File: src/design/tfj_pkg.sv
`default_nettype none
package tfj_pkg;
   localparam int MaxWidth  = 32;
   localparam int MaxWords  = 16;
   localparam int ColW      = 6;
   localparam int WordIdxW  = 4;
   localparam int WordCntW  = 5;
   localparam logic [7:0] SpaceChar = 8'd32;
   localparam logic [5:0] WidthReset = 6'd16;

   typedef struct packed {
      logic [7:0] char_in;
      logic       word_end;
      logic       text_end;
   } req_type;

   typedef struct packed {
      logic [7:0] char_out;
      logic       row_end;
      logic       run_last;
   } rsp_type;
endpackage
`default_nettype wire

File: src/design/tfj_if.sv
`default_nettype none
interface tfj_req_if;
   import tfj_pkg::*;
   logic    valid;
   logic    ready;
   req_type data;
   modport source (output valid, output data, input ready);
   modport sink (input valid, input data, output ready);
   modport monitor (input valid, input data, input ready);
endinterface

interface tfj_rsp_if;
   import tfj_pkg::*;
   logic    valid;
   logic    ready;
   rsp_type data;
   modport source (output valid, output data, input ready);
   modport sink (input valid, input data, output ready);
   modport monitor (input valid, input data, input ready);
endinterface

interface tfj_csr_if;
   logic       valid;
   logic       ready;
   logic [5:0] data;
   modport source (output valid, output data, input ready);
   modport sink (input valid, input data, output ready);
   modport monitor (input valid, input data, input ready);
endinterface
`default_nettype wire

File: src/design/tfj_ram.sv
`default_nettype none
module tfj_ram #(
   parameter int Width = 8,
   parameter int Depth = 32
) (
   input  wire logic                     clock,
   input  wire logic                     wr_en,
   input  wire logic [$clog2(Depth)-1:0] wr_addr,
   input  wire logic [Width-1:0]         wr_data,
   input  wire logic [$clog2(Depth)-1:0] rd_addr,
   output      logic [Width-1:0]         rd_data
);
   logic [Width-1:0] mem [Depth];

   // one write port, one registered read port
   always_ff @(posedge clock) begin
      if (wr_en) begin
         mem[wr_addr] <= wr_data;
      end
      rd_data <= mem[rd_addr];
   end
endmodule
`default_nettype wire

File: src/design/text_full_justifier.sv
`default_nettype none
// Channel | dir | payload                       | handshake
// req     | in  | char_in, word_end, text_end   | req_valid / req_ready
// rsp     | out | char_out, row_end, run_last   | rsp_valid / rsp_ready
// csr     | in  | max_width (6 bits)            | csr_valid / csr_ready
//
// A plain character is accepted and stored into the pending RAM. A word end of
// L characters that fits the row is accepted, stored, decided, copied into the
// row RAM, and its length recorded. A row is walked column by column, with a
// word length fetch before each word and one more after a last word that ends
// short of the row; a justified row first runs the space division. Reset is
// synchronous and clears counters and rsp valid and sets the width register to
// WidthReset; RAMs are never read before written. A stalled rsp holds the
// column walk, and requests and csr writes are taken only while idle.
module text_full_justifier
   import tfj_pkg::*;
(
   input wire logic   clock,
   input wire logic   reset,
   tfj_req_if.sink    req,
   tfj_rsp_if.source  rsp,
   tfj_csr_if.sink    csr
);
   typedef enum logic [3:0] {
      S_IDLE, S_STORE, S_DECIDE, S_DIVIDE, S_LEN_RD, S_LEN_GET,
      S_COL_RD, S_COL_OUT, S_COPY, S_ADD
   } state_type;

   state_type           state_ff;
   logic [ColW-1:0]     width_ff;
   req_type             req_ff;
   logic [ColW-1:0]     pend_len_ff;
   logic [WordCntW-1:0] word_cnt_ff;
   logic [ColW-1:0]     char_tot_ff;
   logic [ColW-1:0]     wlen_ff;
   logic                last_row_ff;
   // emission walk
   logic [ColW-1:0]     col_ff;
   logic [ColW-1:0]     pos_ff;
   logic [ColW-1:0]     src_ff;
   logic [ColW-1:0]     left_ff;
   logic [WordCntW-1:0] k_ff;
   // quotient / remainder of the space division
   logic [ColW-1:0]     base_ff;
   logic [WordCntW-1:0] extra_ff;
   logic [2:0]          div_cnt_ff;
   // word copy pipeline
   logic [ColW-1:0]     cp_ff;
   logic [ColW-1:0]     cp_wr_ff;
   logic                cp_vld_ff;
   logic                rsp_valid_ff;
   rsp_type             rsp_ff;

   // effective width 1..32
   logic [ColW-1:0] w_eff;
   always_comb begin
      w_eff = width_ff;
      if (width_ff == 6'd0) w_eff = 6'd1;
      else if (width_ff > 6'(MaxWidth)) w_eff = 6'(MaxWidth);
   end

   // RAMs
   logic                pc_we, lc_we, wl_we;
   logic [4:0]          pc_wa, pc_ra, lc_wa, lc_ra;
   logic [7:0]          pc_wd, pc_rd, lc_wd, lc_rd;
   logic [WordIdxW-1:0] wl_wa, wl_ra;
   logic [ColW-1:0]     wl_wd, wl_rd;

   tfj_ram #(.Width(8), .Depth(MaxWidth)) u_pend (
      .clock, .wr_en(pc_we), .wr_addr(pc_wa), .wr_data(pc_wd),
      .rd_addr(pc_ra), .rd_data(pc_rd));
   tfj_ram #(.Width(8), .Depth(MaxWidth)) u_line (
      .clock, .wr_en(lc_we), .wr_addr(lc_wa), .wr_data(lc_wd),
      .rd_addr(lc_ra), .rd_data(lc_rd));
   tfj_ram #(.Width(6), .Depth(MaxWords)) u_wlen (
      .clock, .wr_en(wl_we), .wr_addr(wl_wa), .wr_data(wl_wd),
      .rd_addr(wl_ra), .rd_data(wl_rd));

   // pending word length after this character, cut to the row width
   logic            pend_room;
   logic [ColW-1:0] pend_next, word_len;
   assign pend_room = (pend_len_ff < w_eff);
   assign pend_next = pend_room ? pend_len_ff + 6'd1 : pend_len_ff;
   assign word_len  = (pend_next > w_eff) ? w_eff : pend_next;

   logic need_emit;
   assign need_emit = (word_cnt_ff != '0) &&
      ((word_cnt_ff >= 5'(MaxWords)) ||
       (7'(char_tot_ff) + 7'(word_cnt_ff) + 7'(wlen_ff) > 7'(w_eff)));

   // restoring division step: spaces / gaps, one quotient bit a cycle
   logic [WordCntW-1:0] gaps;
   logic [ColW-1:0]     spaces, div_trial, div_diff;
   logic                div_ge;
   assign gaps      = word_cnt_ff - 5'd1;
   assign spaces    = (w_eff > char_tot_ff) ? w_eff - char_tot_ff : 6'd0;
   assign div_trial = {extra_ff, base_ff[5]};
   assign div_ge    = (div_trial >= {1'b0, gaps});
   assign div_diff  = div_trial - {1'b0, gaps};

   // gap before word k
   logic [ColW-1:0] gap_step;
   assign gap_step = last_row_ff ? 6'd1 : base_ff + 6'(extra_ff != '0);

   // column value: current word char or space
   logic col_hit, col_last;
   assign col_hit  = (left_ff != '0) && (pos_ff == col_ff);
   assign col_last = (col_ff + 6'd1 == w_eff);

   logic [6:0] lc_sum, tot_sum;
   assign lc_sum  = 7'(char_tot_ff) + 7'(cp_wr_ff);
   assign tot_sum = 7'(char_tot_ff) + 7'(wlen_ff);

   logic rsp_free, out_fire;
   assign rsp_free = !rsp_valid_ff || rsp.ready;
   assign out_fire = (state_ff == S_COL_OUT) && rsp_free;

   assign req.ready = (state_ff == S_IDLE);
   assign csr.ready = (state_ff == S_IDLE);
   assign rsp.valid = rsp_valid_ff;
   assign rsp.data  = rsp_ff;

   // RAM control; phases never overlap, so no forwarding is needed
   always_comb begin
      pc_we = (state_ff == S_STORE) && pend_room;
      pc_wa = pend_len_ff[4:0];
      pc_wd = req_ff.char_in;
      pc_ra = cp_ff[4:0];
      lc_we = (state_ff == S_COPY) && cp_vld_ff && (lc_sum < 7'(MaxWidth));
      lc_wa = lc_sum[4:0];
      lc_wd = pc_rd;
      lc_ra = src_ff[4:0];
      wl_we = (state_ff == S_ADD) && (word_cnt_ff < 5'(MaxWords));
      wl_wa = word_cnt_ff[3:0];
      wl_wd = wlen_ff;
      wl_ra = k_ff[3:0];
   end

   always_ff @(posedge clock) begin
      if (reset) begin
         state_ff     <= S_IDLE;
         width_ff     <= WidthReset;
         pend_len_ff  <= '0;
         word_cnt_ff  <= '0;
         char_tot_ff  <= '0;
         rsp_valid_ff <= 1'b0;
      end else begin
         rsp_valid_ff <= out_fire || (rsp_valid_ff && !rsp.ready);
         case (state_ff)
            S_IDLE: begin
               if (csr.valid) width_ff <= csr.data;
               if (req.valid) begin
                  req_ff   <= req.data;
                  state_ff <= S_STORE;
               end
            end
            S_STORE: begin
               if (!req_ff.word_end && !req_ff.text_end) begin
                  pend_len_ff <= pend_next;
                  state_ff    <= S_IDLE;
               end else begin
                  pend_len_ff <= '0;
                  wlen_ff     <= word_len;
                  state_ff    <= S_DECIDE;
               end
            end
            S_DECIDE: begin
               // emit the open row first, or copy the word straight in
               cp_ff     <= '0;
               cp_vld_ff <= 1'b0;
               if (need_emit) begin
                  last_row_ff <= 1'b0;
                  base_ff     <= spaces;
                  extra_ff    <= '0;
                  div_cnt_ff  <= '0;
                  state_ff    <= S_DIVIDE;
               end else begin
                  state_ff <= S_COPY;
               end
            end
            S_DIVIDE: begin
               if (div_ge) begin
                  extra_ff <= div_diff[4:0];
                  base_ff  <= {base_ff[4:0], 1'b1};
               end else begin
                  extra_ff <= div_trial[4:0];
                  base_ff  <= {base_ff[4:0], 1'b0};
               end
               div_cnt_ff <= div_cnt_ff + 3'd1;
               if (div_cnt_ff == 3'd5) begin
                  col_ff   <= '0;
                  pos_ff   <= '0;
                  src_ff   <= '0;
                  k_ff     <= '0;
                  left_ff  <= '0;
                  state_ff <= S_LEN_RD;
               end
            end
            S_LEN_RD: begin
               state_ff <= S_LEN_GET;
            end
            S_LEN_GET: begin
               // word k starts after its gap; past the last word nothing is left
               if (k_ff < word_cnt_ff) begin
                  left_ff <= wl_rd;
                  if (k_ff != '0) begin
                     pos_ff <= pos_ff + gap_step;
                     if (!last_row_ff && extra_ff != '0) extra_ff <= extra_ff - 5'd1;
                  end
               end else begin
                  left_ff <= '0;
               end
               state_ff <= S_COL_RD;
            end
            S_COL_RD: begin
               state_ff <= S_COL_OUT;
            end
            S_COL_OUT: begin
               if (rsp_free) begin
                  rsp_ff.char_out <= col_hit ? lc_rd : SpaceChar;
                  rsp_ff.row_end  <= col_last;
                  rsp_ff.run_last <= col_last && (last_row_ff || !req_ff.text_end);
                  col_ff <= col_ff + 6'd1;
                  if (col_hit) begin
                     src_ff  <= src_ff + 6'd1;
                     pos_ff  <= pos_ff + 6'd1;
                     left_ff <= left_ff - 6'd1;
                  end
                  if (col_last) begin
                     word_cnt_ff <= '0;
                     char_tot_ff <= '0;
                     state_ff    <= last_row_ff ? S_IDLE : S_COPY;
                  end else if (col_hit && left_ff == 6'd1) begin
                     k_ff     <= k_ff + 5'd1;
                     state_ff <= S_LEN_RD;
                  end else begin
                     state_ff <= S_COL_RD;
                  end
               end
            end
            S_COPY: begin
               // move pending word into the row RAM: read, then write next cycle
               if (cp_ff < wlen_ff) begin
                  cp_ff     <= cp_ff + 6'd1;
                  cp_wr_ff  <= cp_ff;
                  cp_vld_ff <= 1'b1;
               end else begin
                  cp_vld_ff <= 1'b0;
               end
               if (cp_ff == wlen_ff && (cp_vld_ff || wlen_ff == '0)) begin
                  state_ff <= S_ADD;
               end
            end
            S_ADD: begin
               if (word_cnt_ff < 5'(MaxWords)) begin
                  word_cnt_ff <= word_cnt_ff + 5'd1;
                  char_tot_ff <= (tot_sum > 7'(MaxWidth)) ? 6'(MaxWidth) : tot_sum[5:0];
               end
               if (req_ff.text_end) begin
                  last_row_ff <= 1'b1;
                  col_ff      <= '0;
                  pos_ff      <= '0;
                  src_ff      <= '0;
                  k_ff        <= '0;
                  left_ff     <= '0;
                  state_ff    <= S_LEN_RD;
               end else begin
                  state_ff <= S_IDLE;
               end
            end
            default: state_ff <= S_IDLE;
         endcase
      end
   end

   a_rsp_hold: assert property (@(posedge clock) disable iff (reset)
      rsp.valid && !rsp.ready |=> rsp.valid && $stable(rsp.data))
      else $error("rsp changed while stalled");
   a_no_req_busy: assert property (@(posedge clock) disable iff (reset)
      state_ff != S_IDLE |-> !req.ready) else $error("req taken while busy");
   a_col_bound: assert property (@(posedge clock) disable iff (reset)
      state_ff == S_COL_OUT |-> col_ff < w_eff) else $error("column past row width");
   a_pend_bound: assert property (@(posedge clock) disable iff (reset)
      pend_len_ff <= 6'(MaxWidth)) else $error("pending length overflow");
   a_cnt_bound: assert property (@(posedge clock) disable iff (reset)
      word_cnt_ff <= 5'(MaxWords)) else $error("word count overflow");
endmodule
`default_nettype wire
File: src/flat_wrapper.sv
// flat-port wrapper written by rule: the top's interface ports become plain ports
module text_full_justifier_flat import tfj_pkg::*;
  (clock, reset, req_valid, req_data, req_ready, rsp_valid, rsp_data, rsp_ready, csr_valid, csr_data, csr_ready);
  tfj_req_if req_i ();
  tfj_rsp_if rsp_i ();
  tfj_csr_if csr_i ();
  input wire logic clock;
  input wire logic reset;
  input wire logic [$bits(req_i.valid)-1:0] req_valid;
  input wire logic [$bits(req_i.data)-1:0] req_data;
  output wire logic [$bits(req_i.ready)-1:0] req_ready;
  output wire logic [$bits(rsp_i.valid)-1:0] rsp_valid;
  output wire logic [$bits(rsp_i.data)-1:0] rsp_data;
  input wire logic [$bits(rsp_i.ready)-1:0] rsp_ready;
  input wire logic [$bits(csr_i.valid)-1:0] csr_valid;
  input wire logic [$bits(csr_i.data)-1:0] csr_data;
  output wire logic [$bits(csr_i.ready)-1:0] csr_ready;
  assign req_i.valid = req_valid;
  assign req_i.data = req_data;
  assign req_ready = req_i.ready;
  assign rsp_valid = rsp_i.valid;
  assign rsp_data = rsp_i.data;
  assign rsp_i.ready = rsp_ready;
  assign csr_i.valid = csr_valid;
  assign csr_i.data = csr_data;
  assign csr_ready = csr_i.ready;
  text_full_justifier u_core (.clock(clock), .reset(reset), .req(req_i), .rsp(rsp_i), .csr(csr_i));
endmodule
File: config.mk
export PLATFORM = sky130hd
export DESIGN_NAME = text_full_justifier_flat
export DESIGN_NICKNAME = d
export VERILOG_FILES = /design/src/design/tfj_pkg.sv /design/src/design/tfj_if.sv /design/src/design/tfj_ram.sv /design/src/design/text_full_justifier.sv /design/src/flat_wrapper.sv
export SDC_FILE = /design/constraint.sdc
export NUM_CORES = 1
export LEC_CHECK = 0
export ABC_AREA = 1
export BUFFER_PORTS_ARGS = -buffer_cell sky130_fd_sc_hd__buf_2
export CAP_MARGIN = 20
export CORE_ASPECT_RATIO = 1.4
export CORE_MARGIN = 2
export CORE_UTILIZATION = 45
export CTS_BUF_LIST = sky130_fd_sc_hd__clkbuf_16
export DETAILED_ROUTE_END_ITERATION = 8
export HOLD_SLACK_MARGIN = 0.02
export PLACE_DENSITY = 0.68
export SLEW_MARGIN = 20
export SYNTH_ARGS = -nofsm -noshare
export SYNTH_HDL_FRONTEND = slang
export SYNTH_SLANG_ARGS = --single-unit
File: constraint.sdc
create_clock -name clock -period 7 [get_ports clock]
set_input_delay 0.7 -clock clock [delete_from_list [all_inputs] [get_ports clock]]
set_output_delay 0.7 -clock clock [all_outputs]
set_load 0.01 [all_outputs]
==> results.md <==
- The flow ran to the end, and the final reports show no timing, DRC or antenna violations.
- Clock latency on the worst-skew pair, taken at its later pin, is 640 ps.
- The die area is 73400 um^2.
- The wire length of the first global-routing pass is 122000 um.
- In the final timing run, aggregate negative setup slack is 0 ps.
- The share of the clock period used by the worst path after layout is 64.2%.
- The hold violation total from the final report was 0.
- The post-detailed-route count of antenna-violating nets is 0.
- The simple-gate share of the synthesized area is 11.6%.
- After synthesis, the largest family of logic cells by area is compound AO/OA/AOI/OAI gates.
- The biggest area contributor in the post-synthesis netlist is sky130_fd_sc_hd__edfxtp_1.
- The average size of a mapped cell is 11.6 um^2.
- At the worst endpoint, the required time is 7250 ps.
- The number of instances resized during post-cts repair is 0.
- The ratio of cells with drive above 1 in the final layout is 7.89%.
- On the worst path, the slowest cell contributes a delay of 740 ps.
- IR analysis of the VDD net gives a maximum drop of 0.185 mV.
- The cell count after synthesis is 2772.
- The post-synth design cell area is 32100 um^2.
- The clock tree from TritonCTS is built.
- The clock passes through at most 3 buffers.
- The repair_antennas step left the layout with diodes totalling 0.
- Data arrives at the worst endpoint at 4750 ps.
- STA classifies the critical path startpoint as a register.
- In this run, CTS created clock tree buffers numbering 69.
- In this run the critical register-to-register path is captured at u_core.base_ff[0].
- Measured against its own limit, the worst slew margin works out to 27.6%.
- The number of setup buffers added after CTS is 0.
- Once detailed placement completed, the half-perimeter wirelength came to 51500 um.
- Summed over all cells, the static leakage comes to 12.3 nW.
- The most repeated library cell on the critical path is sky130_fd_sc_hd__nand3_1.
- The post-synth net total is 2886.
- STA classifies the critical path endpoint as a register.
- The number of flops mapped to enable cells by yosys is 690.
- The number of hold buffers added after cts is 0.
- Dividing the detail-routed wire length by the instance count gives 21.1 um.
- The first routing iteration left 2187 violations.
- The post-route non-filler standard cell count is 3762.
- The maximum number of pins on one net before global-route repair is 97.
- By count the netlist is led by sky130_fd_sc_hd__edfxtp_1 (690), sky130_fd_sc_hd__nor2_1 (518), sky130_fd_sc_hd__o21ai_0 (376).
- The tree is rooted in a sky130_fd_sc_hd__clkbuf_16.
- Setup violations remaining at the end of the flow were counted as 0.
- The total number of clock tree sinks is 740.
- The critical path in this run is classified as reg -> reg.
- The async set-reset flop share out of synthesis is 0%.
- Summing the areas of all xor and xnor instances in the mapped netlist gives 1.07% of the synthesized area.
- The critical path starts at u_core.wl_wd[1].
- The share of the synthesized area in compound gates (AO/OA/AOI/OAI) is 11.8%.
- The number of global-route vias before repair is 21100.
- The origin of the critical flop-to-flop path is u_core.wl_wd[1].
- The internal portion of the total power is 7.41 mW.
- The smallest setup slack after layout is 2510 ps.
- The count of final max-slew check failures is 0.
- Walking the worst path, the cells encountered are inv_1 > fa_1 > inv_1 > ha_1 > fa_1 > nand3_1 > nand2_1 > xor2_1 > ha_1 > nand3_1 > o211ai_1 > nand3_1 > nand3_1 > nand2_1 > nor2_1.
- The congestion estimate from routability-driven global placement came to 0.921.
- From bottom edge to top edge, the die measures 320 um.
- The number of fillers in the final layout is 5974.
- The number of placed instances, taps included, is 3633.
- The pre-CTS setup slack is 2530 ps.
- The H-tree depth is 3.
- The number of antenna violations at the first check in global routing was 1.
- The power per cell area is 278 nW/um^2.
- The storage element area is 21700 um^2.
- In this run switching power makes up 24.8% of total power.
- In this run the core area contains 115 standard-cell rows.
- For this run, the number of Yosys warnings is 0.
- For the worst flop-to-flop path, the logic depth is 15.
- The maximum fanout along the worst path is 19.
- Relative to the synthesized area, the layout overhead comes to 10.7%.
- The total via count after detailed routing is 21300.
- The mean number of vias per cell is 5.65.
- The clock share of power is 38.4%.
- Counting I/O delays and the setup requirement, the final critical path takes 4490 ps.
- The combinational group share of total power is 9.0%.
- Setup repair after global routing left no endpoint under its margin.
- The multiplexer share of the synthesized area is 0.375%.
- Pin placement for this block handled 34 I/O pins.
- The dominant cell by count in the synthesized netlist is sky130_fd_sc_hd__edfxtp_1.
- The most used flip-flop cell after synthesis is sky130_fd_sc_hd__edfxtp_1.
- The share of total power dissipated in sequential elements is 52.5%.
- The final layout contains routed wiring with a total length of 79300 um.
- In the routed design, unresolved DRC markers number 0.
- The timing-limited maximum frequency is 223 MHz.
- Summing all multi-input logic gate instances after layout gives 9240 um^2.
- The part of the Yosys area used for sequential elements is 67.8%.
- The hold slack is 234 ps.
- The area share of the leading cell type in the synthesized netlist is 64.6%.
- By area the synthesized netlist is led by sky130_fd_sc_hd__edfxtp_1 (65%), sky130_fd_sc_hd__nor2_1 (6.1%), sky130_fd_sc_hd__o21ai_0 (5.9%).
- The width of the chip is 230 um.
- The path category of the worst min-delay check is in -> reg.
- For the pin with the worst max-slew slack, the measured transition is 1090 ps.
- In this run the register-to-register setup slack is 2510 ps.
- The number of detailed-route iterations in the first pass is 5.
- The post-synthesis register bit count is 740.
- The net switching power of the design is 2.44 mW.
- The number of library cell types mapped by synthesis is 51.
- The remaining global-route overflow is 0.
- The initial utilization of the core area, before any placement, comes to 45.6%.
- The critical path capture point is u_core.base_ff[0].
- The global routing usage summed across all routing layers is 21.5%.
- The tool flagged a number of max-cap violations equal to 0.
- The critical path's slowest cell is sky130_fd_sc_hd__edfxtp_1.
- Input and output buffers added on the ports amount to 33.
- After clock tree synthesis, the clock-pin slew on the worst setup and hold paths is 70 ps.
- The floorplan core area is 70400 um^2.
- The worst clock skew is 37.8 ps.
- For this run, the post-layout net count is 2887.
- The adder-cell share of the synthesized area is 3.89%.
## cells in the final DEF (no fill, tap or decap), drive strengths merged, types with 3 or more instances in the layout
master | netlist | final
nand3b | 3 | 3
a21oi | 78 | 78
clkinv | 6 | 40
edfxtp | 690 | 690
nand4 | 11 | 11
nor3 | 20 | 20
nand2 | 272 | 272
o211ai | 9 | 9
xor2 | 17 | 17
o21ai | 386 | 386
ha | 82 | 82
fa | 11 | 11
buf | 14 | 63
mux2i | 12 | 12
xnor2 | 22 | 22
dfxtp | 50 | 50
clkinvlp | 0 | 3
o31ai | 9 | 9
bufinv | 0 | 7
o221ai | 15 | 15
nor2 | 526 | 526
o22ai | 166 | 166
inv | 158 | 167
or2 | 8 | 8
nand3 | 67 | 67
clkbuf | 119 | 71
a31oi | 5 | 5
## registers in the layout (all words and copies together), names as in the netlist, 5 cells and up
signal	count
u_core.base_ff	6
u_core.char_tot_ff	6
u_core.col_ff	6
u_core.cp_ff	6
u_core.cp_wr_ff	6
u_core.extra_ff	5
u_core.k_ff	5
u_core.left_ff	6
u_core.pc_wd	8
u_core.pend_len_ff	6
u_core.pos_ff	6
u_core.rsp.data	10
u_core.src_ff	5
u_core.u_line.mem	256
u_core.u_line.rd_data	8
u_core.u_pend.mem	256
u_core.u_pend.rd_data	8
u_core.u_wlen.mem	96
u_core.u_wlen.rd_data	6
u_core.width_ff	6
u_core.wl_wd	6
u_core.word_cnt_ff	5
## how the worst min path moves through the flow
stage / start / end / slack (ps) / cells after the start
floorplan: u_core.cp_ff[2] / u_core.cp_wr_ff[2] / 450 / 0
global placement: u_core.width_ff[0] / u_core.width_ff[0] / 480 / 2
detailed placement: u_core.u_line.rd_data[5] / u_core.rsp.data[7] / 490 / 1
CTS: req_data[2] / u_core.pc_wd[0] / 210 / 1
global route: req_data[2] / u_core.pc_wd[0] / 220 / 1
finish: req_data[2] / u_core.pc_wd[0] / 230 / 1
## cell type report
cell class | count | share of cell area (%)
clock buffer | 71 | 5.01
clock inverter | 53 | 1.47
inverter | 164 | 1.75
multi-input combinational | 1735 | 26.0
sequential | 740 | 61.2
tap | 936 | 3.30
timing repair buffer | 63 | 1.21
## per-layer routing
layer	GRT usage, %	vias to the layer above	part of all wire [%]
li1	-	9927	-
met1	25.5	10300	38
met2	38.2	809	51
met3	2.86	189	5.6
met4	11.0	0	5.0
met5	0	-	0
## worst max-delay path, delay by kind of cell (launching register included)
family | cells | cell delay, ps
AOI/OAI and AO/OA | 1 | 180
xor gates and xnor gates | 1 | 150
adders and majority gates | 4 | 1530
buffers and inverters | 2 | 300
DFF | 1 | 740
and+or+nand+nor | 7 | 1220
## per-stage QoR
step                util, %  power, mW  instance area [um^2]
floorplan                 -       5.80                 32100
global placement       47.0       6.11                 33100
detailed placement     47.0       6.15                 33100
CTS                    50.3       9.89                 35400
global route           50.4       10.2                 35500
finish                 50.4       9.85                 35500
## power groups by stage
stage	Clock [mW]	Sequential, mW	Combinational [mW]
2_1_floorplan	0	5.20	0.600
3_3_place_gp	0	5.28	0.837
3_5_place_dp	0	5.29	0.859
4_1_cts	3.84	5.19	0.865
5_1_grt	4.01	5.19	0.991
6_report	3.79	5.18	0.889
## logic make-up (layout without fill, tap and decap cells)
family	Yosys count	after routing
simple gates	911	911
mux	12	12
fa+ha+maj	93	93
compound gates	680	680
buf+inv	297	351
xor+xnor	39	39
flops	740	740
Note: power is estimated with default switching activity, not from simulation.
